`src/hw/rtl/grouped_round_robin_task_picker_unit_macros.svh`:
```
// ----------------------------------------------------------------------------
// Grouped round robin task picker assertion macros
// Shared concurrent assertion forms for the task picker RTL.
// ----------------------------------------------------------------------------
`ifndef GROUPED_ROUND_ROBIN_TASK_PICKER_UNIT_MACROS_SVH
`define GROUPED_ROUND_ROBIN_TASK_PICKER_UNIT_MACROS_SVH

// Same-cycle implication, disabled while reset is asserted.
`define GRRTP_ASSERT_NOW(lbl, clk, rstn, ante, cons) \
  lbl: assert property (@(posedge clk) disable iff (!rstn) (ante) |-> (cons)) \
    else $error("task picker assertion failed");

// Next-cycle implication, disabled while reset is asserted.
`define GRRTP_ASSERT_NEXT(lbl, clk, rstn, ante, cons) \
  lbl: assert property (@(posedge clk) disable iff (!rstn) (ante) |=> (cons)) \
    else $error("task picker assertion failed");

`endif

```
`src/hw/rtl/grrtp_pkg.sv`:
```
// ----------------------------------------------------------------------------
// Grouped round robin task picker package
// Shared types, sizes and group codes for the task picker.
// ----------------------------------------------------------------------------
package grrtp_pkg;

  localparam int PlayerSlots = 5;
  localparam int HelperSlots = 15;
  localparam int PtrPW = $clog2(PlayerSlots);
  localparam int PtrHW = $clog2(HelperSlots);
  localparam int IdxW = (PtrHW > PtrPW) ? PtrHW : PtrPW;
  localparam int SlotW = 4;
  localparam int GrpW = 2;

  typedef enum logic [GrpW-1:0] {
    GrpA = 2'd0,
    GrpB = 2'd1,
    GrpH = 2'd2
  } grp_e;

  typedef struct packed {
    logic [PlayerSlots-1:0] alive_a;
    logic [PlayerSlots-1:0] alive_b;
    logic [HelperSlots-1:0] alive_h;
  } grrtp_in_t;

  typedef struct packed {
    logic             found;
    logic [GrpW-1:0]  chosen_group;
    logic [SlotW-1:0] chosen_slot;
  } grrtp_out_t;

  typedef struct packed {
    logic load;
    logic start;
    logic step;
    logic commit;
    logic miss;
  } grrtp_cmd_t;

  typedef struct packed {
    logic none_live;
    logic hit;
  } grrtp_sts_t;

endpackage

```
`src/hw/rtl/grrtp_ctrl.sv`:
```
// ----------------------------------------------------------------------------
// Task picker controller
// Sequences capture, group selection, the serial slot scan and the result word.
// ----------------------------------------------------------------------------
module grrtp_ctrl (
  input  logic               clk_i,
  input  logic               rst_ni,
  input  logic               in_valid_i,
  output logic               in_stall_o,
  output logic               out_valid_o,
  input  logic               out_stall_i,
  input  grrtp_pkg::grrtp_sts_t sts_i,
  output grrtp_pkg::grrtp_cmd_t cmd_o
);
  import grrtp_pkg::*;

  typedef enum logic [1:0] {
    StIdle,
    StPick,
    StScan
  } state_e;

  state_e state_q;
  logic   out_valid_q;
  logic   res_free;

  always_comb begin
    cmd_o    = '0;
    res_free = !out_valid_q || !out_stall_i;
    unique case (state_q)
      StIdle: begin
        cmd_o.load = in_valid_i;
      end
      StPick: begin
        if (!sts_i.none_live) begin
          cmd_o.start = 1'b1;
        end else if (res_free) begin
          cmd_o.miss = 1'b1;
        end
      end
      StScan: begin
        if (sts_i.hit) begin
          cmd_o.commit = res_free;
        end else begin
          cmd_o.step = 1'b1;
        end
      end
      default: begin
        cmd_o = '0;
      end
    endcase
  end

  always_ff @(posedge clk_i or negedge rst_ni) begin
    if (!rst_ni) begin
      state_q     <= StIdle;
      out_valid_q <= 1'b0;
    end else begin
      if (cmd_o.commit || cmd_o.miss) begin
        out_valid_q <= 1'b1;
      end else begin
        out_valid_q <= out_valid_q && out_stall_i;
      end
      unique case (state_q)
        StIdle: begin
          if (in_valid_i) begin
            state_q <= StPick;
          end
        end
        StPick: begin
          if (cmd_o.start) begin
            state_q <= StScan;
          end else if (cmd_o.miss) begin
            state_q <= StIdle;
          end
        end
        StScan: begin
          if (cmd_o.commit) begin
            state_q <= StIdle;
          end
        end
        default: begin
          state_q <= StIdle;
        end
      endcase
    end
  end

  assign in_stall_o  = (state_q != StIdle);
  assign out_valid_o = out_valid_q;

endmodule

```
`src/hw/rtl/grrtp_dp.sv`:
```
// ----------------------------------------------------------------------------
// Task picker datapath
// Holds the live masks, group pointers, scan index and the result word.
// ----------------------------------------------------------------------------
module grrtp_dp (
  input  logic                  clk_i,
  input  logic                  rst_ni,
  input  grrtp_pkg::grrtp_in_t  in_data_i,
  input  grrtp_pkg::grrtp_cmd_t cmd_i,
  output grrtp_pkg::grrtp_sts_t sts_o,
  output grrtp_pkg::grrtp_out_t out_data_o
);
  import grrtp_pkg::*;

  grrtp_in_t   mask_q;
  grp_e        cur_grp_q;
  grp_e        scan_grp_q;
  logic [PtrPW-1:0] ptr_a_q;
  logic [PtrPW-1:0] ptr_b_q;
  logic [PtrHW-1:0] ptr_h_q;
  logic [IdxW-1:0]  idx_q;
  grrtp_out_t  res_q;

  grp_e            next_grp;
  grp_e            tgt_grp;
  logic [IdxW-1:0] base;
  logic [IdxW-1:0] start_lim;
  logic [IdxW-1:0] start_idx;
  logic [IdxW-1:0] scan_lim;
  logic [IdxW-1:0] step_idx;
  logic            live_bit;

  always_comb begin
    unique case (cur_grp_q)
      GrpA:    next_grp = (|mask_q.alive_b) ? GrpB : GrpH;
      GrpB:    next_grp = GrpH;
      GrpH:    next_grp = (|mask_q.alive_a) ? GrpA : GrpB;
      default: next_grp = GrpA;
    endcase

    if (next_grp == GrpA && (|mask_q.alive_a)) begin
      tgt_grp = GrpA;
    end else if (next_grp == GrpB && (|mask_q.alive_b)) begin
      tgt_grp = GrpB;
    end else begin
      tgt_grp = GrpH;
    end
    sts_o.none_live = (tgt_grp == GrpH) && !(|mask_q.alive_h);

    unique case (tgt_grp)
      GrpA:    base = IdxW'(ptr_a_q);
      GrpB:    base = IdxW'(ptr_b_q);
      default: base = IdxW'(ptr_h_q);
    endcase
    start_lim = (tgt_grp == GrpH) ? IdxW'(HelperSlots - 1) : IdxW'(PlayerSlots - 1);
    start_idx = (base == start_lim) ? '0 : base + IdxW'(1);

    scan_lim = (scan_grp_q == GrpH) ? IdxW'(HelperSlots - 1) : IdxW'(PlayerSlots - 1);
    step_idx = (idx_q == scan_lim) ? '0 : idx_q + IdxW'(1);

    unique case (scan_grp_q)
      GrpA:    live_bit = mask_q.alive_a[idx_q[PtrPW-1:0]];
      GrpB:    live_bit = mask_q.alive_b[idx_q[PtrPW-1:0]];
      default: live_bit = mask_q.alive_h[idx_q[PtrHW-1:0]];
    endcase
    sts_o.hit = live_bit;
  end

  always_ff @(posedge clk_i or negedge rst_ni) begin
    if (!rst_ni) begin
      cur_grp_q  <= GrpH;
      scan_grp_q <= GrpH;
      ptr_a_q    <= '0;
      ptr_b_q    <= '0;
      ptr_h_q    <= '0;
      idx_q      <= '0;
    end else begin
      if (cmd_i.start) begin
        scan_grp_q <= tgt_grp;
        idx_q      <= start_idx;
      end else if (cmd_i.step) begin
        idx_q <= step_idx;
      end
      if (cmd_i.commit) begin
        cur_grp_q <= scan_grp_q;
        unique case (scan_grp_q)
          GrpA:    ptr_a_q <= idx_q[PtrPW-1:0];
          GrpB:    ptr_b_q <= idx_q[PtrPW-1:0];
          default: ptr_h_q <= idx_q[PtrHW-1:0];
        endcase
      end
    end
  end

  always_ff @(posedge clk_i) begin
    if (cmd_i.load) begin
      mask_q <= in_data_i;
    end
    if (cmd_i.commit) begin
      res_q.found        <= 1'b1;
      res_q.chosen_group <= scan_grp_q;
      res_q.chosen_slot  <= SlotW'(idx_q);
    end else if (cmd_i.miss) begin
      res_q <= '0;
    end
  end

  assign out_data_o = res_q;

endmodule

```
`src/hw/rtl/grouped_round_robin_task_picker_unit.sv`:
```
// After acceptance, an item first chooses the group, then the scan visits one slot
// at a time until it finds a live task; a stalled output holds the result word back;
// a tick with no live task ends after the group choice alone.
// The next item is taken only once the controller is back in idle after the result word
// is formed, so items never overlap; the serial scan visits up to 15 slots for group H.
// Reset is asynchronous and active low: current group H, all pointers 0, no word pending.
// ----------------------------------------------------------------------------
// Grouped round robin task picker
// Picks the next live task over groups A, B and H with per-group round robin.
// ----------------------------------------------------------------------------
`include "grouped_round_robin_task_picker_unit_macros.svh"

module grouped_round_robin_task_picker_unit (
  input  logic                  clk_i,
  input  logic                  rst_ni,
  input  logic                  in_valid_i,
  output logic                  in_stall_o,
  input  grrtp_pkg::grrtp_in_t  in_data_i,
  output logic                  out_valid_o,
  input  logic                  out_stall_i,
  output grrtp_pkg::grrtp_out_t out_data_o
);
  import grrtp_pkg::*;

  grrtp_cmd_t cmd;
  grrtp_sts_t sts;

  grrtp_ctrl u_ctrl (
    .clk_i       (clk_i),
    .rst_ni      (rst_ni),
    .in_valid_i  (in_valid_i),
    .in_stall_o  (in_stall_o),
    .out_valid_o (out_valid_o),
    .out_stall_i (out_stall_i),
    .sts_i       (sts),
    .cmd_o       (cmd)
  );

  grrtp_dp u_dp (
    .clk_i      (clk_i),
    .rst_ni     (rst_ni),
    .in_data_i  (in_data_i),
    .cmd_i      (cmd),
    .sts_o      (sts),
    .out_data_o (out_data_o)
  );

  `GRRTP_ASSERT_NOW(a_player_slot_range, clk_i, rst_ni,
    out_valid_o && out_data_o.found && out_data_o.chosen_group != GrpH,
    out_data_o.chosen_slot < SlotW'(PlayerSlots))
  `GRRTP_ASSERT_NOW(a_miss_word_zero, clk_i, rst_ni,
    out_valid_o && !out_data_o.found,
    out_data_o.chosen_group == '0 && out_data_o.chosen_slot == '0)
  `GRRTP_ASSERT_NEXT(a_busy_after_accept, clk_i, rst_ni,
    in_valid_i && !in_stall_o, in_stall_o)

endmodule
```
`config.mk`:
```
export PLATFORM = sky130hd
export DESIGN_NAME = grouped_round_robin_task_picker_unit
export DESIGN_NICKNAME = d
export VERILOG_FILES = /design/src/hw/rtl/grrtp_pkg.sv /design/src/hw/rtl/grrtp_ctrl.sv /design/src/hw/rtl/grrtp_dp.sv /design/src/hw/rtl/grouped_round_robin_task_picker_unit.sv
export VERILOG_INCLUDE_DIRS = /design/src /design/src/hw/rtl
export SDC_FILE = /design/constraint.sdc
export NUM_CORES = 1
export LEC_CHECK = 0
export BUFFER_PORTS_ARGS = -buffer_cell sky130_fd_sc_hd__buf_2
export CAP_MARGIN = 5
export CELL_PAD_IN_SITES_DETAIL_PLACEMENT = 0
export CELL_PAD_IN_SITES_GLOBAL_PLACEMENT = 1
export CORE_MARGIN = 4
export CORE_UTILIZATION = 25
export CTS_CLUSTER_DIAMETER = 40
export DETAILED_ROUTE_END_ITERATION = 8
export PLACE_DENSITY = 0.47
export SLEW_MARGIN = 0
export SYNTH_ARGS = -nofsm -noshare
export SYNTH_HDL_FRONTEND = slang
export SYNTH_HIERARCHICAL = 1
export SYNTH_SLANG_ARGS = --single-unit
```
`constraint.sdc`:
```
create_clock -name clk_i -period 6.9 [get_ports clk_i]
set_input_delay 1.38 -clock clk_i [delete_from_list [all_inputs] [get_ports clk_i]]
set_output_delay 1.38 -clock clk_i [all_outputs]
set_load 0.01 [all_outputs]
```
==> results of run 1 <==
==> worst max-delay path, delay by kind of cell (launching register included) <==
kind,cells,cell delay [ns]
muxes,3,0.79
DFF,1,0.83
and+or+nand+nor,3,1.24
AOI/OAI and AO/OA,2,0.49
==> layer usage <==
metal | global-route usage [%] | part of all wire [%] | vias up
met3 | 2.06 | 4.4 | 0
met2 | 16.8 | 48 | 42
met4 | 2.14 | 0 | 0
li1 | - | - | 823
met1 | 13.6 | 48 | 832
met5 | 0 | 0 | -
==> registers in the layout, summed over array words and instances (netlist names) <==
register,flops
u_ctrl/out_valid_o,1
u_dp/ptr_b_q,3
u_dp/mask_q,25
u_dp/ptr_h_q,4
u_dp/idx_q,4
u_dp/out_data_o,7
u_dp/scan_grp_q,2
u_ctrl/state_q,2
u_dp/cur_grp_q,2
u_dp/ptr_a_q,3
==> worst max path at each step <==
stage                  startpoint               to  depth (start not counted)
floorplan              in_valid_i   u_dp/mask_q[0]                          2
global placement    u_dp/idx_q[0]  u_dp/ptr_a_q[0]                          8
detailed placement  u_dp/idx_q[0]  u_dp/ptr_a_q[0]                          8
CTS                 u_dp/idx_q[0]  u_dp/ptr_a_q[0]                          8
global route        u_dp/idx_q[0]  u_dp/ptr_a_q[1]                          8
finish              u_dp/idx_q[0]  u_dp/ptr_a_q[0]                          8
==> synth_stat cells (2+ instances only) <==
cell type and count:
a21oi_1 5, nor4_1 3, a31oi_1 5, and3_1 3
mux2_2 12, dfstp_2 2, o21ai_1 2, mux2i_1 5
ha_1 2, nor3_1 5, buf_2 2, o21ai_0 5
edfxtp_1 31, a41oi_1 2, nand2b_1 5, o211ai_1 4
mux4_2 4, clkbuf_1 4, nand4_1 2, a211oi_1 4
or2_2 3, o311ai_1 2, and2_1 5, nor2_1 6
nand3_1 5, dfrtp_1 19, nand2_1 12, nor2b_1 10
inv_1 9
==> kinds of logic (layout without fill, tap and decap cells) <==
logic type | after synthesis | in the layout | share of synthesized area (%)
and+or+nand+nor | 66 | 66 | 15.1
AOI/OAI and AO/OA | 39 | 39 | 11.5
DFF | 53 | 53 | 57.7
muxes | 22 | 22 | 11.8
buffers and inverters | 17 | 54 | 3.02
adders and majority gates | 2 | 2 | 0.975
==> cell type report <==
type	instances	area, µm²	area share (%)
sequential	53	1480	49.5
inverter	9	33.8	1.13
clock buffer	6	72.6	2.43
tap	133	166	5.57
clock inverter	2	38.8	1.30
timing repair buffer	37	185	6.20
multi-input combinational	129	1010	33.9
==> power by group <==
group          leakage, nW  switching [mW]  internal [mW]
combinational        0.515           0.194          0.194
sequential           0.558           0.124          0.443
clock               0.0554           0.100          0.109
==> through the flow <==
step / instance area, µm² / utilization, % / setup slack (ns)
6_report: 2990 / 30.3 / 3.46
5_1_grt: 2990 / 30.3 / 3.01
4_1_cts: 2990 / 30.3 / 3.35
3_5_place_dp: 2880 / 29.1 / 3.37
3_3_place_gp: 2880 / 29.1 / 3.50
2_1_floorplan: 2560 / - / 4.01
==> impl_metrics.toml, run 1 <==
[logic_synthesis]
syn-num-nets = 230
avgSynthCellArea_um2 = 12.9
synth_top_area_cell = "edfxtp_1"
synth_cells = 199
synth_seq_area_share_pct = 57.7
syn-cell-area_um2 = 2560
post-synth-top-area-fraction_pct = 36.3
ys_ff_latch = 53
synth_cell_type_count = 50
ys.flop_type = "edfxtp_1"
synth_edf_count = 31
synth_warnings = 6
synthArstFlopShare_pct = 39.6
synth_area_leaders = "edfxtp_1 (36%), dfrtp_1 (19%), mux2_2 (5.3%)"

[timing]
fin_crit_sh_pct = 49.9
finalSetupTns_ns = 0
fmax_mhz = 290
final_max_slew_viol_count = 0
fin_skew_ns = 0.0113
finalSetupViolCount = 0
maxSlewHeadroom_pct = 22.1
grt_setup_unrepaired = "false"
worst_pin_slew_ns = 1.17
hold_violations = 0
final.min_clock_period_ns = 3.44
fin_hold_ws_ns = 0.460

[place]
gp_congestion = 0.689
dpl.hpwl_mm = 4.25
dp.cells = 361
portBuffers = 37

[die]
die-area_um2 = 11900
core_area_um2 = 9860
io_pins = 38
start_util_pct = 26.0
die_x_um = 109
die_y_um = 109
row_count = 36

[detailed_routing]
vias_per_cell = 4.60
drt_iter0_markers = 69
vias = 1697
dr.pass1.iters = 4
wl_per_cell_um = 15.5
ant_nets = 0
drc = 0
routed_wl_mm = 5.72

[worst_hold_path]
holdPathEnd = "u_dp/out_data_o[6]"
whs_path_depth = 1
hp-start = "u_dp/out_data_o[6]"
worst_hold_path_type = "reg2reg"

[grt]
antenna_found_initial = 0
overflow = 0
grt_pass1_vias = 1756
grt_max_degree = 26
grt_pass1_wl_mm = 9.24
grt_usage_pct = 10.1

[clocking]
cts_root_buf = "clkbuf_8"
cts.sinks = 53
cts_resized = 0
clk_pin_slew_ns = 0.10
clock_latency_ns = 0.30
cts-buffers-inserted = 5
htreeDepth = 2
cts_max_path_buffers = 2
cts_setup_buffers = 0
ctsHoldBuffers = 0
cts_tree = "built"

[cells_and_area]
drive_gt1_share_pct = 30.9
fin_cells = 369
antennaDiodeCount = 0
syn_to_final_growth_pct = 16.4
layout_commonest_cell = "buf_2"
final_cell_mix = "buf_2 (37), edfxtp_1 (31), dfrtp_1 (19)"
fillers = 1016
layout.nets = 266

[setup_path]
timing.reg2reg.setup_slack_ns = 3.46
start_kind = "register"
critPathKind = "reg2reg"
path_max_fanout = 17
crit_chain = "mux4_2, mux2i_1, or2_2, a31oi_1, a21boi_1, nor2b_1, nor3b_1, mux2_2"
reg2reg_from = "u_dp/idx_q[0]"
worst-endpoint-arrival_ns = 3.64
crit_slowest_cell = "dfrtp_1"
cp_slowest_stage_delay_ns = 0.83
required_ns = 7.09
r2r-end = "u_dp/ptr_a_q[0]"
setup.worst_path.end_class = "register"
r2r_cells = 8

[pwr]
power.total_mw = 1.16
power_density_nw_per_um2 = 390
p_leak_nw = 1.13
ir_worst_vdd_mv = 0.117

[run]
maxCapViolCount = 0

[outcome]
run_status = "complete, no violations"
Power figures use the tool's default switching activity.
==> inputs of run 2 (changes only) <==
--- a/config.mk
+++ b/config.mk
@@ -6,6 +6,7 @@
 export SDC_FILE = /design/constraint.sdc
 export NUM_CORES = 1
 export LEC_CHECK = 0
+export ABC_AREA = 1
 export BUFFER_PORTS_ARGS = -buffer_cell sky130_fd_sc_hd__buf_2
 export CAP_MARGIN = 5
 export CELL_PAD_IN_SITES_DETAIL_PLACEMENT = 0
@@ -14,7 +15,7 @@
 export CORE_UTILIZATION = 25
 export CTS_CLUSTER_DIAMETER = 40
 export DETAILED_ROUTE_END_ITERATION = 8
-export PLACE_DENSITY = 0.47
+export PLACE_DENSITY = 0.51
 export SLEW_MARGIN = 0
 export SYNTH_ARGS = -nofsm -noshare
 export SYNTH_HDL_FRONTEND = slang
==> constraint.sdc (replaced) <==
create_clock -name clk_i -period 3 [get_ports clk_i]
set_input_delay 0.6 -clock clk_i [delete_from_list [all_inputs] [get_ports clk_i]]
set_output_delay 0.6 -clock clk_i [all_outputs]
set_load 0.01 [all_outputs]
==> impl_metrics.toml, run 2 <==
[detailed_routing]
routed_wl_mm = 5.95
vias = 1859
drc = 0
dr.pass1.iters = 4
drt_iter0_markers = 93
wl_per_cell_um = 13.7
ant_nets = 0
vias_per_cell = 4.27

[die]
die_y_um = 108
start_util_pct = 25.7
core_area_um2 = 9770
row_count = 36
io_pins = 38
die-area_um2 = 11700
die_x_um = 108

[setup_path]
required_ns = 3.25
crit_start = "u_dp/mask_q[24]"
path_max_fanout = 10
critPathKind = "reg2reg"
worst-endpoint-arrival_ns = 2.80
timing.reg2reg.setup_slack_ns = 0.45
reg2reg_from = "u_dp/mask_q[24]"
r2r-end = "u_dp/idx_q[0]"
r2r_cells = 11
start_kind = "register"
setup.worst_path.end_class = "register"
crit_end = "u_dp/idx_q[0]"

[cells_and_area]
drive_gt1_share_pct = 24.8
layout.nets = 332
top_register = "u_dp/mask_q"
final_cell_mix = "nand2_1 (43), buf_2 (37), nor2_1 (32)"
layout_commonest_cell = "nand2_1"
syn_to_final_growth_pct = 17.9
fillers = 1057
antennaDiodeCount = 0
largest_register_ffs = 25

[timing]
finalSetupTns_ns = 0
final.min_clock_period_ns = 2.55
worst_pin_slew_ns = 0.895
fmax_mhz = 392
grt_setup_unrepaired = "false"
maxSlewHeadroom_pct = 40.3
finalSetupViolCount = 0
fin_skew_ns = 0.00562
final_max_slew_viol_count = 0
hold_violations = 0
fin_hold_ws_ns = 0.252
fin_crit_sh_pct = 85.0

[clocking]
cts.sinks = 53
cts-buffers-inserted = 5
cts_setup_buffers = 0
cts_root_buf = "clkbuf_8"
cts_tree = "built"
htreeDepth = 2
clock_latency_ns = 0.31
cts_max_path_buffers = 2
clk_pin_slew_ns = 0.10

[logic_synthesis]
yosysMostFrequentCell = "nand2_1"
post-synth-top-area-fraction_pct = 37.1
avgSynthCellArea_um2 = 9.68
ys.flop_type = "edfxtp_1"
synth_cell_type_count = 37
synth_cells = 259
synthArstFlopShare_pct = 39.6
syn-num-nets = 290
synth_edf_count = 31
syn-cell-area_um2 = 2510
synth_warnings = 6
synth_top_area_cell = "edfxtp_1"
yosys-top-cells-count = "nand2_1 (43), nor2_1 (32), edfxtp_1 (31), inv_1 (30), o21ai_0 (23)"
synth_area_leaders = "edfxtp_1 (37%), dfrtp_1 (19%), nand2_1 (6.4%)"
ys_ff_latch = 53
synth_seq_area_share_pct = 59.0

[grt]
overflow = 0
grt_pass1_wl_mm = 9.87
grt_pass1_vias = 1956
grt_max_degree = 26
grt_usage_pct = 10.9
antenna_found_initial = 0

[place]
gp_congestion = 0.735
dpl.hpwl_mm = 4.51
portBuffers = 37

[pwr]
ir_worst_vdd_mv = 0.265
power_density_nw_per_um2 = 964
p_leak_nw = 1.31

[outcome]
run_status = "complete, no violations"

[run]
maxCapViolCount = 0

[worst_hold_path]
worst_hold_path_type = "in2async"
-- run 2: cell count changes after synthesis, sizes merged, moves of 10 or more --
cell,before,now
nor2,6,35
nor2b,10,0
inv,9,35
nand3,5,23
o21ai,8,26
mux2,12,0
nand2,12,47
-- run 2: timing repair --
item / CTS / global route
resized for setup: 0 / 1
hold buffers: 0 / 0
endpoints found under the setup margin: 0 / 3
-- run 2: layout make-up --
cell class	instances	area [µm²]	area share, %
Sequential cell	53	1480	50.0
Clock buffer	5	68.8	2.33
Multi-Input combinational cell	164	866	29.3
Inverter	35	131	4.45
Clock inverter	3	21.3	0.720
Tap cell	133	166	5.63
Timing Repair Buffer	42	223	7.54
-- run 2: power breakdown --
part	switching [mW]	leakage (nW)	internal [mW]
registers	0.154	0.557	1.03
logic	0.804	0.711	0.439
clock network	0.253	0.0445	0.166
total	1.21	1.31	1.64
-- run 2: cell families after synthesis --
family	Yosys count	share of synthesized area, %
compound gates	44	10.2
flops	53	59.0
fa+ha+maj	2	0.998
xor+xnor	3	1.05
simple gates	115	22.1
buf+inv	42	6.74
-- run 2: worst max-delay path, stage by stage (launching register included) --
cell and delay, ns:
edfxtp_1 0.41, nor2_1 0.14, nand3_2 0.13, nand2_4 0.14
nand2_1 0.14, nor4_2 0.50, nor2_1 0.29, nor2_1 0.34
inv_1 0.15, nand2_1 0.09, a31oi_1 0.04, nor2_1 0.11
-- run 2: worst min path at each step --
stage / cells after the start / end / slack (ns) / startpoint
finish: 1 / u_dp/ptr_b_q[2] / 0.25 / rst_ni
global route: 1 / u_dp/ptr_h_q[2] / 0.30 / rst_ni
global placement: 2 / u_dp/out_data_o[6] / 0.44 / u_dp/out_data_o[6]
detailed placement: 2 / u_dp/out_data_o[6] / 0.45 / u_dp/out_data_o[6]
floorplan: 0 / u_ctrl/out_valid_o / 0.30 / rst_ni
CTS: 1 / u_dp/ptr_b_q[2] / 0.27 / rst_ni
-- run 2: layer usage --
metal / vias up / GRT usage [%] / part of all wire, % / wire length, µm
li1: 956 / - / - / -
met3: 2 / 2.39 / 4.2 / 249
met4: 0 / 2.98 / 0.69 / 41
met5: - / 0 / 0 / 0
met1: 858 / 14.2 / 47 / 2810
met2: 43 / 18.3 / 48 / 2850
-- run 2: stage by stage --
stage	power, mW	utilization (%)	instance area [µm²]	std cells	setup slack [ns]
2_1_floorplan	2.09	-	2510	259	0.757
6_report	2.85	30.2	2960	435	0.450
3_3_place_gp	2.47	29.2	2860	427	0.126
4_1_cts	2.89	30.2	2950	435	0.0967
3_5_place_dp	2.46	29.2	2860	427	0.148
5_1_grt	3.12	30.2	2960	435	0.0623
==> inputs of run 3 (changes only) <==
--- a/config.mk
+++ b/config.mk
@@ -11,7 +11,6 @@
 export CAP_MARGIN = 5
 export CELL_PAD_IN_SITES_DETAIL_PLACEMENT = 0
 export CELL_PAD_IN_SITES_GLOBAL_PLACEMENT = 1
-export CORE_MARGIN = 4
 export CORE_UTILIZATION = 25
 export CTS_CLUSTER_DIAMETER = 40
 export DETAILED_ROUTE_END_ITERATION = 8
==> impl_metrics.toml, run 3 (synthesized netlist as in run 2, its figures left out) <==
[setup_path]
required_ns = 3.24
cp_slowest_stage_delay_ns = 0.51
setup.worst_path.end_class = "register"
worst-endpoint-arrival_ns = 2.79
critPathKind = "reg2reg"
critPathTopFamily = "simple AND/OR/NAND/NOR gates"
crit_chain = "nor2_1, nand3_2, nand2_4, nand2_1, nor4_2, nor2_1, nor2_1, inv_1, nand2_1, a31oi_1, nor2_1"
path_max_fanout = 10
crit_slowest_cell = "nor4_2"
start_kind = "register"
cpMostUsedCell = "nor2_1"
path_buf_inv = 1

[die]
row_count = 36
core_area_um2 = 9730
die-area_um2 = 10400
start_util_pct = 25.8
io_pins = 38
die_x_um = 102
die_y_um = 102

[detailed_routing]
vias_per_cell = 4.35
ant_nets = 0
dr.pass1.iters = 4
vias = 1891
drc = 0
wl_per_cell_um = 13.5
drt_iter0_markers = 79
routed_wl_mm = 5.86

[clocking]
cts_resized = 0
ctsHoldBuffers = 0
cts_setup_buffers = 0
cts_root_buf = "clkbuf_8"
clk_pin_slew_ns = 0.10
cts_max_path_buffers = 2
cts-buffers-inserted = 5
htreeDepth = 2
clock_latency_ns = 0.30
cts.sinks = 53
cts_tree = "built"

[pwr]
power_density_nw_per_um2 = 962
p_leak_nw = 1.31
ir_worst_vdd_mv = 0.305

[cells_and_area]
multi_input_area_um2 = 866
antennaDiodeCount = 0
seq_area_um2 = 1480
layout.nets = 332
syn_to_final_growth_pct = 17.9
fin_area_um2 = 2960
drive_gt1_share_pct = 24.8
layout_commonest_cell = "nand2_1"
top_register = "u_dp/mask_q"
fillers = 1057
final_cell_mix = "nand2_1 (43), buf_2 (37), nor2_1 (32)"
largest_register_ffs = 25

[grt]
grt_pass1_wl_mm = 9.49
overflow = 0
grt_usage_pct = 12.2
antenna_found_initial = 0
grt_pass1_vias = 1870
grt_max_degree = 26

[timing]
fin_hold_ws_ns = 0.261
finalSetupViolCount = 0
fmax_mhz = 393
fin_skew_ns = 0.00338
hold_violations = 0
fin_crit_sh_pct = 84.8
worst_pin_slew_ns = 0.915
grt_setup_unrepaired = "false"
final.min_clock_period_ns = 2.54
maxSlewHeadroom_pct = 38.9
final_max_slew_viol_count = 0
finalSetupTns_ns = 0
worst_slack_ns = 0.457

[run]
maxCapViolCount = 0

[place]
gp_congestion = 0.732
portBuffers = 37
place_area_um2 = 2860
dpl.hpwl_mm = 4.43
dp_slack_ns = 0.161

[worst_hold_path]
worst_hold_path_type = "in2async"

[outcome]
run_status = "complete, no violations"
## run 3: cell counts in the layout (fill, tap and decap cells not counted)
No cell type changed its count.
## run 3: worst paths after layout
path	from	cells past startpoint	endpoint	slack [ns]
max	u_dp/mask_q[24]	11	u_dp/idx_q[0]	0.46
min	rst_ni	1	u_dp/ptr_b_q[2]	0.26
max reg2reg	u_dp/mask_q[24]	11	u_dp/idx_q[0]	0.46
min reg2reg	u_dp/out_data_o[6]	2	u_dp/out_data_o[6]	0.46
max in group asynchronous	rst_ni	1	u_dp/cur_grp_q[1]	2.37
min in group clk_i	u_dp/out_data_o[6]	2	u_dp/out_data_o[6]	0.46
## run 3: worst register-to-register path, cell delays in order (launching register included)
cell	delay (ns)
edfxtp_1	0.43
nor2_1	0.15
nand3_2	0.13
nand2_4	0.14
nand2_1	0.15
nor4_2	0.51
nor2_1	0.30
nor2_1	0.32
inv_1	0.13
nand2_1	0.09
a31oi_1	0.04
nor2_1	0.11
## run 3: power by group
part | leakage, nW | total (mW) | internal, mW | switching [mW]
combinational | 0.711 | 1.25 | 0.440 | 0.807
clock | 0.0445 | 0.409 | 0.166 | 0.243
sequential | 0.557 | 1.19 | 1.03 | 0.154
## run 3: area by class of cell
type / count / share of cell area, %
Clock buffer: 5 / 2.33
Clock inverter: 3 / 0.720
Inverter: 35 / 4.45
Multi-Input combinational cell: 164 / 29.3
Sequential cell: 53 / 50.0
Tap cell: 133 / 5.63
Timing Repair Buffer: 42 / 7.54
## run 3: per-stage QoR
step           instances  power (mW)  util (%)
2_1_floorplan        259        2.09         -
3_3_place_gp         427        2.47      29.4
3_5_place_dp         427        2.46      29.4
4_1_cts              435        2.89      30.3
5_1_grt              435        3.10      30.4
6_report             435        2.84      30.4
## run 3: layer usage
metal / global-route usage [%] / share of wire (%)
met1: 15.9 / 47
met2: 20.9 / 47
met3: 2.33 / 4.3
met4: 3.30 / 1.0
met5: 0 / 0
